File: src/design/mtep_pkg.sv
// shared types, phase codes and record kinds for the track event parser
package mtep_pkg;

  // parse phase codes
  localparam logic [3:0] PH_DELTA      = 4'd0;
  localparam logic [3:0] PH_STATUS     = 4'd1;
  localparam logic [3:0] PH_DATA1      = 4'd2;
  localparam logic [3:0] PH_DATA2      = 4'd3;
  localparam logic [3:0] PH_META_TYPE  = 4'd4;
  localparam logic [3:0] PH_META_LEN   = 4'd5;
  localparam logic [3:0] PH_META_BODY  = 4'd6;
  localparam logic [3:0] PH_SYSEX_LEN  = 4'd7;
  localparam logic [3:0] PH_SYSEX_BODY = 4'd8;

  // record kinds
  localparam logic [2:0] KIND_CHANNEL   = 3'd0;
  localparam logic [2:0] KIND_META_HDR  = 3'd1;
  localparam logic [2:0] KIND_META_BYTE = 3'd2;
  localparam logic [2:0] KIND_SYSEX_HDR = 3'd3;
  localparam logic [2:0] KIND_BAD       = 3'd4;

  // status bytes with special meaning
  localparam logic [7:0] ST_META      = 8'hFF;
  localparam logic [7:0] ST_SYSEX     = 8'hF0;
  localparam logic [7:0] ST_SYSEX_ESC = 8'hF7;

  typedef struct packed {
    logic [7:0] data_byte;
    logic       track_start;
  } in_item_t;

  typedef struct packed {
    logic [2:0]  record_kind;
    logic [31:0] pulse_time;
    logic [31:0] delta_ticks;
    logic [7:0]  status_byte;
    logic [3:0]  message_code;
    logic [3:0]  channel_number;
    logic [7:0]  first_data;
    logic [7:0]  second_data;
    logic [7:0]  meta_type;
    logic [31:0] body_length;
    logic        status_restored;
    logic        last_payload;
  } out_item_t;

endpackage

File: src/design/mtep_parser.sv
// parser state registers and the combinational per-byte step logic
module mtep_parser (
  input  logic               clk,
  input  logic               rst_n,
  input  logic               step_en,
  input  mtep_pkg::in_item_t item,
  output logic               res_valid,
  output mtep_pkg::out_item_t res
);

  logic [3:0]  phase_r, phase_nxt;
  logic [31:0] delta_r, delta_nxt;
  logic [31:0] tick_r, tick_nxt;
  logic [7:0]  cur_st_r, cur_st_nxt;
  logic [7:0]  saved_st_r, saved_st_nxt;
  logic        rs_seen_r, rs_seen_nxt;
  logic [7:0]  held_r, held_nxt;
  logic [7:0]  held_mt_r, held_mt_nxt;
  logic [31:0] len_r, len_nxt;
  logic [31:0] left_r, left_nxt;

  // view of the state after an optional track restart
  logic [3:0]  phase_e;
  logic [31:0] delta_e, tick_e, len_e, left_e;
  logic [7:0]  cur_st_e, saved_st_e, held_e, held_mt_e;
  logic        rs_seen_e;

  logic [7:0]  b;
  logic [31:0] delta_sh, len_sh, left_dec;
  logic [7:0]  run_st;

  function automatic logic valid_channel(input logic [7:0] st);
    return st[7] && (st[7:4] != 4'hF);
  endfunction

  function automatic logic one_data(input logic [7:0] st);
    return (st[7:4] == 4'hC) || (st[7:4] == 4'hD);
  endfunction

  function automatic mtep_pkg::out_item_t make_rec(
    input logic [2:0]  kind,
    input logic [31:0] tick,
    input logic [31:0] delta,
    input logic [7:0]  st,
    input logic [7:0]  d1,
    input logic [7:0]  d2,
    input logic [7:0]  mt,
    input logic [31:0] blen,
    input logic        restored,
    input logic        last
  );
    mtep_pkg::out_item_t r;
    logic chan, meta, body;
    chan = (kind == mtep_pkg::KIND_CHANNEL) || (kind == mtep_pkg::KIND_BAD);
    meta = (kind == mtep_pkg::KIND_META_HDR) || (kind == mtep_pkg::KIND_META_BYTE);
    body = meta || (kind == mtep_pkg::KIND_SYSEX_HDR);
    r.record_kind     = kind;
    r.pulse_time      = tick;
    r.delta_ticks     = delta;
    r.status_byte     = st;
    r.message_code    = chan ? st[7:4] : 4'h0;
    r.channel_number  = chan ? st[3:0] : 4'h0;
    r.first_data      = d1;
    r.second_data     = d2;
    r.meta_type       = meta ? mt : 8'h00;
    r.body_length     = body ? blen : 32'h0;
    r.status_restored = restored;
    r.last_payload    = last;
    return r;
  endfunction

  // restart on track start
  always_comb begin
    b = item.data_byte;
    if (item.track_start) begin
      phase_e    = mtep_pkg::PH_DELTA;
      delta_e    = '0;
      tick_e     = '0;
      cur_st_e   = '0;
      saved_st_e = '0;
      rs_seen_e  = 1'b0;
      held_e     = '0;
      held_mt_e  = '0;
      len_e      = '0;
      left_e     = '0;
    end else begin
      phase_e    = phase_r;
      delta_e    = delta_r;
      tick_e     = tick_r;
      cur_st_e   = cur_st_r;
      saved_st_e = saved_st_r;
      rs_seen_e  = rs_seen_r;
      held_e     = held_r;
      held_mt_e  = held_mt_r;
      len_e      = len_r;
      left_e     = left_r;
    end
    delta_sh = {delta_e[24:0], b[6:0]};
    len_sh   = {len_e[24:0], b[6:0]};
    left_dec = (left_e != 32'h0) ? (left_e - 32'h1) : 32'h0;
    run_st   = rs_seen_e ? saved_st_e : cur_st_e;
  end

  // per-byte step
  always_comb begin
    phase_nxt    = phase_e;
    delta_nxt    = delta_e;
    tick_nxt     = tick_e;
    cur_st_nxt   = cur_st_e;
    saved_st_nxt = saved_st_e;
    rs_seen_nxt  = rs_seen_e;
    held_nxt     = held_e;
    held_mt_nxt  = held_mt_e;
    len_nxt      = len_e;
    left_nxt     = left_e;
    res_valid    = 1'b0;
    res = make_rec(mtep_pkg::KIND_CHANNEL, tick_e, delta_e, cur_st_e, 8'h00, 8'h00,
                   held_mt_e, len_e, 1'b0, 1'b0);
    case (phase_e)
      mtep_pkg::PH_STATUS: begin
        if (b == mtep_pkg::ST_META || b == mtep_pkg::ST_SYSEX ||
            b == mtep_pkg::ST_SYSEX_ESC) begin
          // meta or sysex: keep running status once
          if (!rs_seen_e) begin
            rs_seen_nxt  = 1'b1;
            saved_st_nxt = cur_st_e;
          end
          cur_st_nxt = b;
          len_nxt    = '0;
          phase_nxt  = (b == mtep_pkg::ST_META) ? mtep_pkg::PH_META_TYPE
                                                : mtep_pkg::PH_SYSEX_LEN;
        end else if (b[7]) begin
          // new status byte
          cur_st_nxt  = b;
          rs_seen_nxt = 1'b0;
          if (valid_channel(b)) begin
            phase_nxt = mtep_pkg::PH_DATA1;
          end else begin
            res_valid = 1'b1;
            res = make_rec(mtep_pkg::KIND_BAD, tick_e, delta_e, b, 8'h00, 8'h00,
                           held_mt_e, len_e, 1'b0, 1'b0);
            phase_nxt = mtep_pkg::PH_DELTA;
            delta_nxt = '0;
          end
        end else begin
          // running status, restoring a saved status if there is one
          cur_st_nxt = run_st;
          if (valid_channel(run_st)) begin
            if (one_data(run_st)) begin
              res_valid = 1'b1;
              res = make_rec(mtep_pkg::KIND_CHANNEL, tick_e, delta_e, run_st, b, 8'h00,
                             held_mt_e, len_e, rs_seen_e, 1'b0);
              rs_seen_nxt = 1'b0;
              phase_nxt   = mtep_pkg::PH_DELTA;
              delta_nxt   = '0;
            end else begin
              held_nxt  = b;
              phase_nxt = mtep_pkg::PH_DATA2;
            end
          end else begin
            // no usable status: report, then the byte is a one-byte delta
            res_valid = 1'b1;
            res = make_rec(mtep_pkg::KIND_BAD, tick_e, delta_e, run_st, 8'h00, 8'h00,
                           held_mt_e, len_e, rs_seen_e, 1'b0);
            rs_seen_nxt = 1'b0;
            delta_nxt   = {25'h0, b[6:0]};
            tick_nxt    = tick_e + {25'h0, b[6:0]};
            phase_nxt   = mtep_pkg::PH_STATUS;
          end
        end
      end
      mtep_pkg::PH_DATA1: begin
        if (one_data(cur_st_e)) begin
          res_valid = 1'b1;
          res = make_rec(mtep_pkg::KIND_CHANNEL, tick_e, delta_e, cur_st_e, b, 8'h00,
                         held_mt_e, len_e, rs_seen_e, 1'b0);
          rs_seen_nxt = 1'b0;
          phase_nxt   = mtep_pkg::PH_DELTA;
          delta_nxt   = '0;
        end else begin
          held_nxt  = b;
          phase_nxt = mtep_pkg::PH_DATA2;
        end
      end
      mtep_pkg::PH_DATA2: begin
        res_valid = 1'b1;
        res = make_rec(mtep_pkg::KIND_CHANNEL, tick_e, delta_e, cur_st_e, held_e, b,
                       held_mt_e, len_e, rs_seen_e, 1'b0);
        rs_seen_nxt = 1'b0;
        phase_nxt   = mtep_pkg::PH_DELTA;
        delta_nxt   = '0;
      end
      mtep_pkg::PH_META_TYPE: begin
        held_mt_nxt = b;
        len_nxt     = '0;
        phase_nxt   = mtep_pkg::PH_META_LEN;
      end
      mtep_pkg::PH_META_LEN: begin
        len_nxt = len_sh;
        if (!b[7]) begin
          left_nxt  = len_sh;
          res_valid = 1'b1;
          res = make_rec(mtep_pkg::KIND_META_HDR, tick_e, delta_e, cur_st_e, 8'h00, 8'h00,
                         held_mt_e, len_sh, 1'b0, len_sh == 32'h0);
          if (len_sh == 32'h0) begin
            phase_nxt = mtep_pkg::PH_DELTA;
            delta_nxt = '0;
          end else begin
            phase_nxt = mtep_pkg::PH_META_BODY;
          end
        end
      end
      mtep_pkg::PH_META_BODY: begin
        left_nxt  = left_dec;
        res_valid = 1'b1;
        res = make_rec(mtep_pkg::KIND_META_BYTE, tick_e, delta_e, cur_st_e, b, 8'h00,
                       held_mt_e, len_e, 1'b0, left_dec == 32'h0);
        if (left_dec == 32'h0) begin
          phase_nxt = mtep_pkg::PH_DELTA;
          delta_nxt = '0;
        end
      end
      mtep_pkg::PH_SYSEX_LEN: begin
        len_nxt = len_sh;
        if (!b[7]) begin
          left_nxt  = len_sh;
          res_valid = 1'b1;
          res = make_rec(mtep_pkg::KIND_SYSEX_HDR, tick_e, delta_e, cur_st_e, 8'h00, 8'h00,
                         held_mt_e, len_sh, 1'b0, 1'b0);
          if (len_sh == 32'h0) begin
            phase_nxt = mtep_pkg::PH_DELTA;
            delta_nxt = '0;
          end else begin
            phase_nxt = mtep_pkg::PH_SYSEX_BODY;
          end
        end
      end
      mtep_pkg::PH_SYSEX_BODY: begin
        // payload is skipped
        left_nxt = left_dec;
        if (left_dec == 32'h0) begin
          phase_nxt = mtep_pkg::PH_DELTA;
          delta_nxt = '0;
        end
      end
      default: begin
        // delta bytes, and any unused phase code
        delta_nxt = delta_sh;
        if (b[7]) begin
          phase_nxt = mtep_pkg::PH_DELTA;
        end else begin
          tick_nxt  = tick_e + delta_sh;
          phase_nxt = mtep_pkg::PH_STATUS;
        end
      end
    endcase
  end

  // state registers
  always_ff @(posedge clk) begin
    if (!rst_n) begin
      phase_r    <= mtep_pkg::PH_DELTA;
      delta_r    <= '0;
      tick_r     <= '0;
      cur_st_r   <= '0;
      saved_st_r <= '0;
      rs_seen_r  <= 1'b0;
      held_r     <= '0;
      held_mt_r  <= '0;
      len_r      <= '0;
      left_r     <= '0;
    end else if (step_en) begin
      phase_r    <= phase_nxt;
      delta_r    <= delta_nxt;
      tick_r     <= tick_nxt;
      cur_st_r   <= cur_st_nxt;
      saved_st_r <= saved_st_nxt;
      rs_seen_r  <= rs_seen_nxt;
      held_r     <= held_nxt;
      held_mt_r  <= held_mt_nxt;
      len_r      <= len_nxt;
      left_r     <= left_nxt;
    end
  end

  // a restored status is only ever reported on channel or bad-status records
  assert property (@(posedge clk) disable iff (!rst_n)
    res_valid && res.status_restored |->
      (res.record_kind == mtep_pkg::KIND_CHANNEL || res.record_kind == mtep_pkg::KIND_BAD))
    else $error("restored flag on a meta or sysex record");

  // a data phase always runs under a channel status
  assert property (@(posedge clk) disable iff (!rst_n)
    (phase_r == mtep_pkg::PH_DATA1 || phase_r == mtep_pkg::PH_DATA2) |->
      valid_channel(cur_st_r))
    else $error("data phase without a channel status");

  // body phases never sit with nothing left
  assert property (@(posedge clk) disable iff (!rst_n)
    (phase_r == mtep_pkg::PH_META_BODY || phase_r == mtep_pkg::PH_SYSEX_BODY) |->
      (left_r != 32'h0))
    else $error("body phase with zero bytes left");

endmodule

File: src/design/midi_track_event_parser_core.sv
// top level: input register, parser step and result register
//
//  channel   ports                          moves
//  input     in_valid  in_stall  in_item    one track byte per item
//  result    out_valid out_stall out_item   one parsed record per item
//
// each byte passes from the input register through the parser step
// into the result register; one byte a cycle is sustained while out_stall is low
// the 32-bit delta shift-add feeding the pulse time add sets the critical path
// rst_n (synchronous) empties both registers and returns the parser to expecting delta
// with a record held under out_stall, a byte that waits in the input register holds
module midi_track_event_parser_core (
  input  logic                 clk,
  input  logic                 rst_n,
  input  logic                 in_valid,
  output logic                 in_stall,
  input  mtep_pkg::in_item_t   in_item,
  output logic                 out_valid,
  input  logic                 out_stall,
  output mtep_pkg::out_item_t  out_item
);

  logic                in_valid_r, in_valid_nxt;
  mtep_pkg::in_item_t  in_item_r;
  logic                out_valid_r, out_valid_nxt;
  mtep_pkg::out_item_t out_item_r;
  logic                advance, in_take;
  logic                res_valid;
  mtep_pkg::out_item_t res;

  // a byte is processed when the result slot is free or being emptied
  assign advance  = in_valid_r && (!out_valid_r || !out_stall);
  assign in_stall = in_valid_r && !advance;
  assign in_take  = in_valid && !in_stall;

  mtep_parser u_parser (
    .clk       (clk),
    .rst_n     (rst_n),
    .step_en   (advance),
    .item      (in_item_r),
    .res_valid (res_valid),
    .res       (res)
  );

  // input register control
  always_comb begin
    in_valid_nxt = in_valid_r;
    if (in_take) begin
      in_valid_nxt = 1'b1;
    end else if (advance) begin
      in_valid_nxt = 1'b0;
    end
  end

  // result register control
  always_comb begin
    out_valid_nxt = out_valid_r;
    if (advance) begin
      out_valid_nxt = res_valid;
    end else if (!out_stall) begin
      out_valid_nxt = 1'b0;
    end
  end

  always_ff @(posedge clk) begin
    if (!rst_n) begin
      in_valid_r  <= 1'b0;
      out_valid_r <= 1'b0;
    end else begin
      in_valid_r  <= in_valid_nxt;
      out_valid_r <= out_valid_nxt;
    end
  end

  // payload registers
  always_ff @(posedge clk) begin
    if (in_take) begin
      in_item_r <= in_item;
    end
    if (advance) begin
      out_item_r <= res;
    end
  end

  assign out_valid = out_valid_r;
  assign out_item  = out_item_r;

  // a waiting byte stays put until it is processed
  assert property (@(posedge clk) disable iff (!rst_n)
    in_valid_r && !advance |=> in_valid_r && $stable(in_item_r))
    else $error("waiting input byte lost or changed");

  // a held record is never overwritten
  assert property (@(posedge clk) disable iff (!rst_n)
    out_valid_r && out_stall |-> !advance)
    else $error("parser stepped over a stalled record");

  // record kind stays within the defined set
  assert property (@(posedge clk) disable iff (!rst_n)
    out_valid_r |-> out_item_r.record_kind <= mtep_pkg::KIND_BAD)
    else $error("undefined record kind");

endmodule

File: config.mk
export PLATFORM = sky130hd
export DESIGN_NAME = midi_track_event_parser_core
export DESIGN_NICKNAME = d
export VERILOG_FILES = /design/src/design/mtep_pkg.sv /design/src/design/mtep_parser.sv /design/src/design/midi_track_event_parser_core.sv
export SDC_FILE = /design/constraint.sdc
export NUM_CORES = 1
export LEC_CHECK = 0
export BUFFER_PORTS_ARGS = -buffer_cell sky130_fd_sc_hd__buf_4
export CAP_MARGIN = 20
export CORE_MARGIN = 1
export CORE_UTILIZATION = 45
export DETAILED_ROUTE_END_ITERATION = 10
export PLACE_DENSITY_LB_ADDON = 0.1
export SYNTH_ARGS = -nofsm -noshare
export SYNTH_HDL_FRONTEND = slang
export SYNTH_HIERARCHICAL = 1
export SYNTH_SLANG_ARGS = --single-unit
File: constraint.sdc
create_clock -name clk -period 24 [get_ports clk]
set_input_delay 7.2 -clock clk [delete_from_list [all_inputs] [get_ports clk]]
set_output_delay 7.2 -clock clk [all_outputs]
set_load 0.01 [all_outputs]
# Word-level counts from Yosys, hierarchy flattened
# Index checks and enable logic that the tools add are counted.
[classes]
muxes = 84
reduce_logical = 22
eq_ne = 18
add_sub_neg = 3
[op_table]
columns = ["operator", "n"]
rows = [
  ["141-bit case mux with 6 select lines", 1],
  ["32-bit 2-to-1 mux", 20],
  ["141-bit 2-to-1 mux", 4],
  ["32-bit case mux with 6 select lines", 1],
  ["140-bit 2-to-1 mux", 1],
  ["139-bit 2-to-1 mux", 1],
  ["8-bit 2-to-1 mux", 16],
  ["32-bit case mux with 2 select lines", 2],
  ["32-bit case mux with 3 select lines", 1],
  ["74-bit 2-to-1 mux", 1],
  ["32-bit logical NOT", 2],
  ["58-bit 2-to-1 mux", 1],
  ["32-bit adder", 1],
  ["32-bit by 7-bit adder with 32-bit output", 1],
  ["32-bit nonzero test", 1],
  ["32-bit by 1-bit subtractor with 32-bit output, second input constant", 1],
  ["4-bit 2-to-1 mux", 7],
  ["4-bit case mux with 7 select lines", 1],
  ["8-bit equality test, second input constant", 3],
  ["4-bit equality test, second input constant", 5],
  ["1-bit 2-to-1 mux", 18],
  ["4-bit by 3-bit equality test with 1-bit output, second input constant", 4],
  ["8-bit case mux with 2 select lines", 1],
  ["2-bit 2-to-1 mux", 5],
  ["other kinds (13)", 28],
]
[word_totals]
regBits = 317
out_inout_bits = 143
in_bits = 13
elab_cells = 153

# Longest topological paths before layout
# Gate-level depths: netlist of the first run.
[logic_depth]
ltp_word = 10
depth_mapped = 21
mapped_depth_nobuf = 13

# Cells and area by module
# The synthesis of the first run kept the hierarchy.
[modules_own_cells]
columns = ["mod", "seq_area_each_um2", "cells_each", "area_per_inst_um2", "instances"]
rows = [
  ["mtep_parser", 3303.2, 1730, 12632.1, 1],
  ["midi_track_event_parser_core", 4544.4, 158, 4590.7, 1],
]

# Worst setup path before layout of the first run
# OpenSTA, ideal clock, no wires.
[synth_timing]
path_kind = "input-to-reg"
start = "input port out_stall"
end = "register u_parser.delta_r[10]"
cell_stages = 7
n_path_buf = 1
setup_time_ps = 86
t_arrival_ps = 19005
setup_slack_ps = 4909
required_time_ps = 23914
cell_sequence = "a21boi_0 clkbuf_1 inv_1 nor3_1 nand2_1 and3_1 a221oi_2"
[synth_via]
elab_chain_len = 3
[synth_rtl]
columns = ["item", "line_no", "rtl"]
rows = [
  ["from (decl)", "midi_track_event_parser_core.sv:19", "input logic out_stall,"],
  ["1-bit logical NOT", "n/a", ""],
  ["1-bit logical OR", "midi_track_event_parser_core.sv:32", "assign advance = in_valid_r && (!out_valid_r || !out_stall);"],
  ["1-bit logical AND", "midi_track_event_parser_core.sv:32", ""],
  ["to (signal assigned)", "mtep_parser.sv:274", "delta_r <= delta_nxt;"],
  ["to (decl)", "mtep_parser.sv:12", "logic [31:0] delta_r, delta_nxt;"],
]
# No other way between the ends.
# A chain may end at the register's enable or synchronous reset.

# Worst setup path in the final report of the first run
[layout_timing]
start = "input port out_stall"
end = "output port in_stall"
[layout_via]
elab_chain_len = 5
[layout_rtl]
columns = ["item", "line_no", "rtl"]
rows = [
  ["1-bit logical NOT", "n/a", ""],
  ["1-bit logical OR", "midi_track_event_parser_core.sv:32", ""],
  ["1-bit logical AND", "midi_track_event_parser_core.sv:32", ""],
  ["1-bit logical NOT", "midi_track_event_parser_core.sv:33", "assign in_stall = in_valid_r && !advance;"],
  ["1-bit logical AND", "midi_track_event_parser_core.sv:33", ""],
  ["to (decl)", "midi_track_event_parser_core.sv:16", "output logic in_stall,"],
]
# No other way between the ends.

==> results_dict.tcl, run 1 <==
set metrics [dict create \
    status "finished clean" \
    rows 71 \
    die_x_um 198 \
    cap_violations 0 \
    vdd_drop_max_v 0.0000440 \
    finalSetupViolCount 0 \
    layout-drive-gt1-share 0.153 \
    ys.flop_type "dfxtp_1" \
    ant_nets 0 \
    cp_max_fo 3 \
    dieArea_um2 39100 \
    setup.worst_path.class "in -> out" \
    worst_slew_pin_slew_ps 1150 \
    total_leakage_power_nw 7.36 \
    yosysWarnings 6 \
    synth-compound-area-share 0.251 \
    setup_tns_ps 0 \
    track_usage 0.273 \
    synthXorXnorAreaFrac 0.0249 \
    yosysTopAreaCell "edfxtp_1" \
    worstPathRequired_ps 16800 \
    ys_top_cells_by_count "nor2_1 (199), dfxtp_1 (167), o21ai_0 (151)" \
    yosys.cell_types.count 96 \
    synth_edf_count 150 \
    syn_avg_cell_area_um2 9.12 \
    ctsRootBufferMaster "clkbuf_16" \
    power.density_nw_per_um2 65.5 \
    cts_setup_buffers 0 \
    place_area_um2 18800 \
    area_growth_syn_to_layout_pct 16.7 \
    drc_errors 0 \
    hold_viol 0 \
    min_period_over_period 0.619 \
    io_pins 156 \
    syn_area_um2 17200 \
    synthTopCellsByArea "edfxtp_1 (26%), dfxtp_1 (19%), o21ai_0 (4.4%), nor2_1 (4.3%), a22oi_1 (3.8%)" \
    wl_per_cell_um 21.7 \
    synth.top_cell.area_share 0.262 \
    instances_no_fill 2518 \
    synth_fp_nets 1934 \
    syn_inst 1888 \
    insertion_delay_ps 540 \
    cts_resized 0 \
    initial_core_util 0.457 \
    grt_pass1_wl_um 83400 \
    fin_util 0.534 \
    core_um2 37700 \
    drt-initial-drc-count 1649 \
    clkTransAtPathRegs_ps 60 \
    period_minus_slack_ps 14850 \
    post-route-cell-area_um2 20100 \
    worst_hold_path_type "reg -> reg" \
    vias 15600 \
    relSlewSlack 0.223 \
    grt_max_degree 80 \
    synthMuxAreaShare 0.00879 \
    yosysMostFrequentCell "nor2_1" \
    synth_top_family_by_area "compound AO/OA/AOI/OAI gates" \
    antenna_found_initial 0 \
    slew_viol_final 0 \
    rsz0062_at_grt "false" \
    ys_seq_area_frac 0.456 \
    fmax_mhz 67.3 \
    synth_async_sr_flop_share 0 \
    fin_skew_ps 22.8 \
    critPathArrivalTime_ps 7650 \
    synth-simple-area-share 0.191 \
    critPathCaptureType "primary output" \
    cts.sinks 317 \
    synthAdderAreaFrac 0.0244 \
    cts_tree "done" \
    ys_ff_latch 317 \
    io_buffers 155 \
    dieHeight_um 198 \
    vias_per_cell 6.21 \
    grt_pass1_vias 14400 \
    ctsHoldBuffers 0 \
    cp-start-kind "input pin" \
    routed_wl_um 54500 \
    place_congestion 0.935 \
    diodes 0 \
    dp_cells 2445 \
    post-dp-hpwl_um 36100 \
    htree_levels 2 \
    numCtsBuffers 37 \
    grt.overflow.total 0 \
    drt_pass1_iterations 6 \
    clk_path_buf_depth 3 \
    fin_nets 2024 \
]
-- cell families (layout without fill, tap and decap cells) --
group           count (synthesis)  count (layout)
mux                            15              15
xor+xnor                       49              49
flops                         317             317
compound gates                633             633
fa+ha+maj                      33              33
simple gates                  654             654
buf+inv                       187             306
-- final timing paths --
kind / start / to / slack (ps) / cells past startpoint
min reg2reg: u_parser/held_mt_r[1]$_SDFFE_PN0P_ / u_parser/held_mt_r[1]$_SDFFE_PN0P_ / 490 / 2
max reg2reg: in_item_r[0]$_DFFE_PP_ / u_parser/delta_r[15]$_SDFFE_PN0P_ / 18610 / 15
max: out_stall / in_stall / 9150 / 3
min: u_parser/held_mt_r[1]$_SDFFE_PN0P_ / u_parser/held_mt_r[1]$_SDFFE_PN0P_ / 490 / 2
-- metrics by stage --
| step | hold WS, ps | setup WS [ps] | power, mW |
|---|---|---|---|
| after detailed placement | 475 | 9150 | 0.738 |
| final | 489 | 9150 | 1.32 |
| after global placement | 470 | 9160 | 0.737 |
| after global routing | 505 | 9130 | 1.36 |
| after CTS | 493 | 9150 | 1.32 |
| after floorplan | 454 | 4910 | 0.695 |
-- power breakdown --
group	switching, mW	internal, mW
clock	0.229	0.356
combinational	0.0901	0.0475
sequential	0.0112	0.581
total	0.331	0.985
-- worst max-delay path, cell delays in order --
cell and delay [ps]:
buf_4 130, and3_4 180, buf_4 140
-- state kept, by name, indices dropped and copies added (netlist names) --
register and flops:
in_valid_r 1, u_parser/delta_r 32, u_parser/cur_st_r 8, u_parser/held_r 8, out_item 141, in_item_r 9, u_parser/rs_seen_r 1, out_valid 1
u_parser/held_mt_r 8, u_parser/left_r 32, u_parser/len_r 32, u_parser/phase_r 4, u_parser/tick_r 32, u_parser/saved_st_r 8
-- per-layer routing --
layer  vias to the layer above  track usage  share of wire
met5                         -            0              0
met4                         0       0.0790          0.023
met3                        88       0.0430          0.073
met2                       611        0.421           0.45
met1                      7612        0.392           0.46
li1                       7319            -              -
-- layout by cell type (no fill, tap or decap), types with 26 or more instances in the layout --
master     synthesis  routed
xnor2_1           30      30
and3_1            26      26
nand2_1          144     144
o21ai_0          151     151
a21oi_1          126     125
edfxtp_1         150     150
nand3_1           33      33
a22oi_1           87      87
nor3_1            47      47
dfxtp_1          167     167
inv_1             41      41
nor2b_1           58      58
nor2_1           199     196
clkbuf_16          0      39
ha_1              32      32
buf_4              1     191
-- layout make-up --
cell class                      count  area (um^2)
Inverter                           42          159
Clock buffer                       51         1070
Fill cell                        3514        17600
Timing Repair Buffer              196         1510
Multi-Input combinational cell   1384         8670
Tap cell                          511          639
Sequential cell                   317         7850
Clock inverter                     17          191
Power figures use the tool's default switching activity.
==> run 2, diff against run 1 <==
Settings changed: ABC_AREA set to 1.
Clock period 24 ns to 15.3 ns, I/O delays scaled along.
==> results_dict.tcl, run 2 <==
set metrics [dict create \
    track_usage 0.295 \
    synth_async_sr_flop_share 0 \
    ys_ff_latch 317 \
    syn_avg_cell_area_um2 7.29 \
    finalSetupViolCount 0 \
    hold_viol 0 \
    syn_area_um2 18900 \
    rows 74 \
    largest_reg_flops 141 \
    layout-drive-gt1-share 0.116 \
    synthTopCellsByArea "edfxtp_1 (24%), dfxtp_1 (18%), nand2_1 (10%), o21ai_0 (7.3%), inv_1 (6.1%)" \
    initial_core_util 0.460 \
    yosysWarnings 6 \
    grt_pass1_wl_um 100000 \
    cp_max_fo 3 \
    clk_path_buf_depth 3 \
    period_minus_slack_ps 9580 \
    ctsHoldBuffers 0 \
    vias 18900 \
    layout_common_cells "nand2_1 (524), inv_1 (307), nor2_1 (292), o21ai_0 (275), buf_4 (180)" \
    total_leakage_power_nw 9.34 \
    place_congestion 0.925 \
    worst_hold_path_type "reg -> reg" \
    cts_resized 0 \
    ys_top_cells_by_count "nand2_1 (524), inv_1 (309), nor2_1 (293)" \
    worstPathRequired_ps 10710 \
    fin_nets 2725 \
    htree_levels 2 \
    vdd_drop_max_v 0.0000617 \
    ys_seq_area_frac 0.415 \
    crit_chain "buf_4, nand3_2, inv_1, buf_4" \
    drt-initial-drc-count 1983 \
    slew_viol_final 0 \
    place_area_um2 20400 \
    crit_slowest_cell "buf_4" \
    crit_buf_inv 3 \
    dp_cells 3171 \
    ys.flop_type "dfxtp_1" \
    power.density_nw_per_um2 101 \
    routed_wl_um 64900 \
    yosysMostFrequentCell "nand2_1" \
    mostFrequentLayoutCell "nand2_1" \
    relSlewSlack 0.231 \
    die_x_um 207 \
    dieHeight_um 207 \
    cap_violations 0 \
    yosys.cell_types.count 52 \
    cts_tree "done" \
    status "finished clean" \
    cp-start-kind "input pin" \
    ant_nets 0 \
    cts_setup_buffers 0 \
    critPathCaptureType "primary output" \
    grt_max_degree 214 \
    synth_edf_count 150 \
    fin_skew_ps 15.2 \
    io_pins 156 \
    synth.top_cell.area_share 0.238 \
    worst_slew_pin_slew_ps 1150 \
    clkTransAtPathRegs_ps 50 \
    critPathArrivalTime_ps 4990 \
    setup.worst_path.class "in -> out" \
    yosysTopAreaCell "edfxtp_1" \
    max_stage_delay_ps 130 \
    instances_no_fill 3241 \
    antenna_found_initial 0 \
    diodes 0 \
    area_growth_syn_to_layout_pct 14.4 \
    numCtsBuffers 38 \
    syn_inst 2596 \
    synth_fp_nets 2642 \
    drt_pass1_iterations 8 \
    ctsRootBufferMaster "clkbuf_16" \
    setup_tns_ps 0 \
    wl_per_cell_um 20.0 \
    cp_common_cell "buf_4" \
    post-route-cell-area_um2 21700 \
    cts.sinks 317 \
    path_delay_family "buffers and inverters" \
    vias_per_cell 5.85 \
    grt_pass1_vias 17700 \
    core_um2 41100 \
    io_buffers 155 \
    insertion_delay_ps 570 \
    grt.overflow.total 0 \
    rsz0062_at_grt "false" \
    dieArea_um2 42900 \
    drc_errors 0 \
    min_period_over_period 0.626 \
    post-dp-hpwl_um 44000 \
    fmax_mhz 104 \
]
==> run 2: cell types whose count changed after synthesis, sizes merged, moves of 27 or more <==
cell,change
o21ai,+127
a21oi,+55
inv,+275
nand2,+390
a22oi,-85
a31oi,+32
nor2b,-58
and3,-27
nor2,+102
nand3,+129
==> run 2: path summary, 6_finish.rpt <==
path / startpoint / slack, ps / end / cells after the start
worst min register to register: u_parser/cur_st_r[1]$_SDFFE_PN0P_ / 470 / u_parser/cur_st_r[1]$_SDFFE_PN0P_ / 2
worst max-delay path: out_stall / 5720 / in_stall / 4
worst max register to register: in_item_r[0]$_DFFE_PP_ / 10030 / u_parser/tick_r[28]$_SDFFE_PN0P_ / 21
worst min-delay path: u_parser/cur_st_r[1]$_SDFFE_PN0P_ / 470 / u_parser/cur_st_r[1]$_SDFFE_PN0P_ / 2
==> run 2: where the power goes <==
| group | switching [mW] | internal, mW |
|---|---|---|
| registers | 0.0268 | 0.930 |
| logic | 0.216 | 0.0972 |
| clock network | 0.375 | 0.552 |
| total | 0.618 | 1.58 |
==> run 2: stage by stage <==
| step | worst slack (ps) | util | hold WS [ps] | total power, mW |
|---|---|---|---|---|
| detailed placement | 5720 | 0.496 | 456 | 1.28 |
| floorplan | 2250 | - | 441 | 1.19 |
| finish | 5720 | 0.527 | 466 | 2.20 |
| global placement | 5710 | 0.496 | 452 | 1.28 |
| global route | 5690 | 0.527 | 480 | 2.28 |
| CTS | 5720 | 0.527 | 466 | 2.21 |
==> run 2: metal layers <==
metal  global-route usage  vias up  routed length, um
met5                    0        -                  0
met4                0.109        0               2030
met3               0.0317      107               4390
met2                0.480      776              30200
met1                0.404     8995              28200
li1                     -     9067                  -
==> run 2: final cells by class <==
class | count | area [um^2]
inverters | 320 | 1200
clock buffers | 53 | 1060
multi-input cells | 1821 | 9300
fillers | 4077 | 19500
flip-flops and latches | 317 | 7850
well taps | 532 | 666
clock inverters | 17 | 200
repair buffers | 181 | 1370
==> run 2: cell families (layout without fill, tap and decap cells) <==
| group | Yosys count | in the layout | synth area share |
|---|---|---|---|
| adders and majority gates | 33 | 33 | 0.0222 |
| AOI/OAI and AO/OA | 694 | 694 | 0.221 |
| buffers and inverters | 458 | 571 | 0.0951 |
| and+or+nand+nor | 1069 | 1069 | 0.235 |
| DFF | 317 | 317 | 0.415 |
| xor gates and xnor gates | 25 | 25 | 0.0116 |
==> run 2: worst register-to-register path: cells and delay by family, from the launching register on <==
family                   cells  cell delay [ps]
AND/OR/NAND/NOR             12             2040
buffers and inverters        4             1230
AO/OA/AOI/OAI                3              940
flip-flops                   1              540
adder cells (fa/ha/maj)      2              430
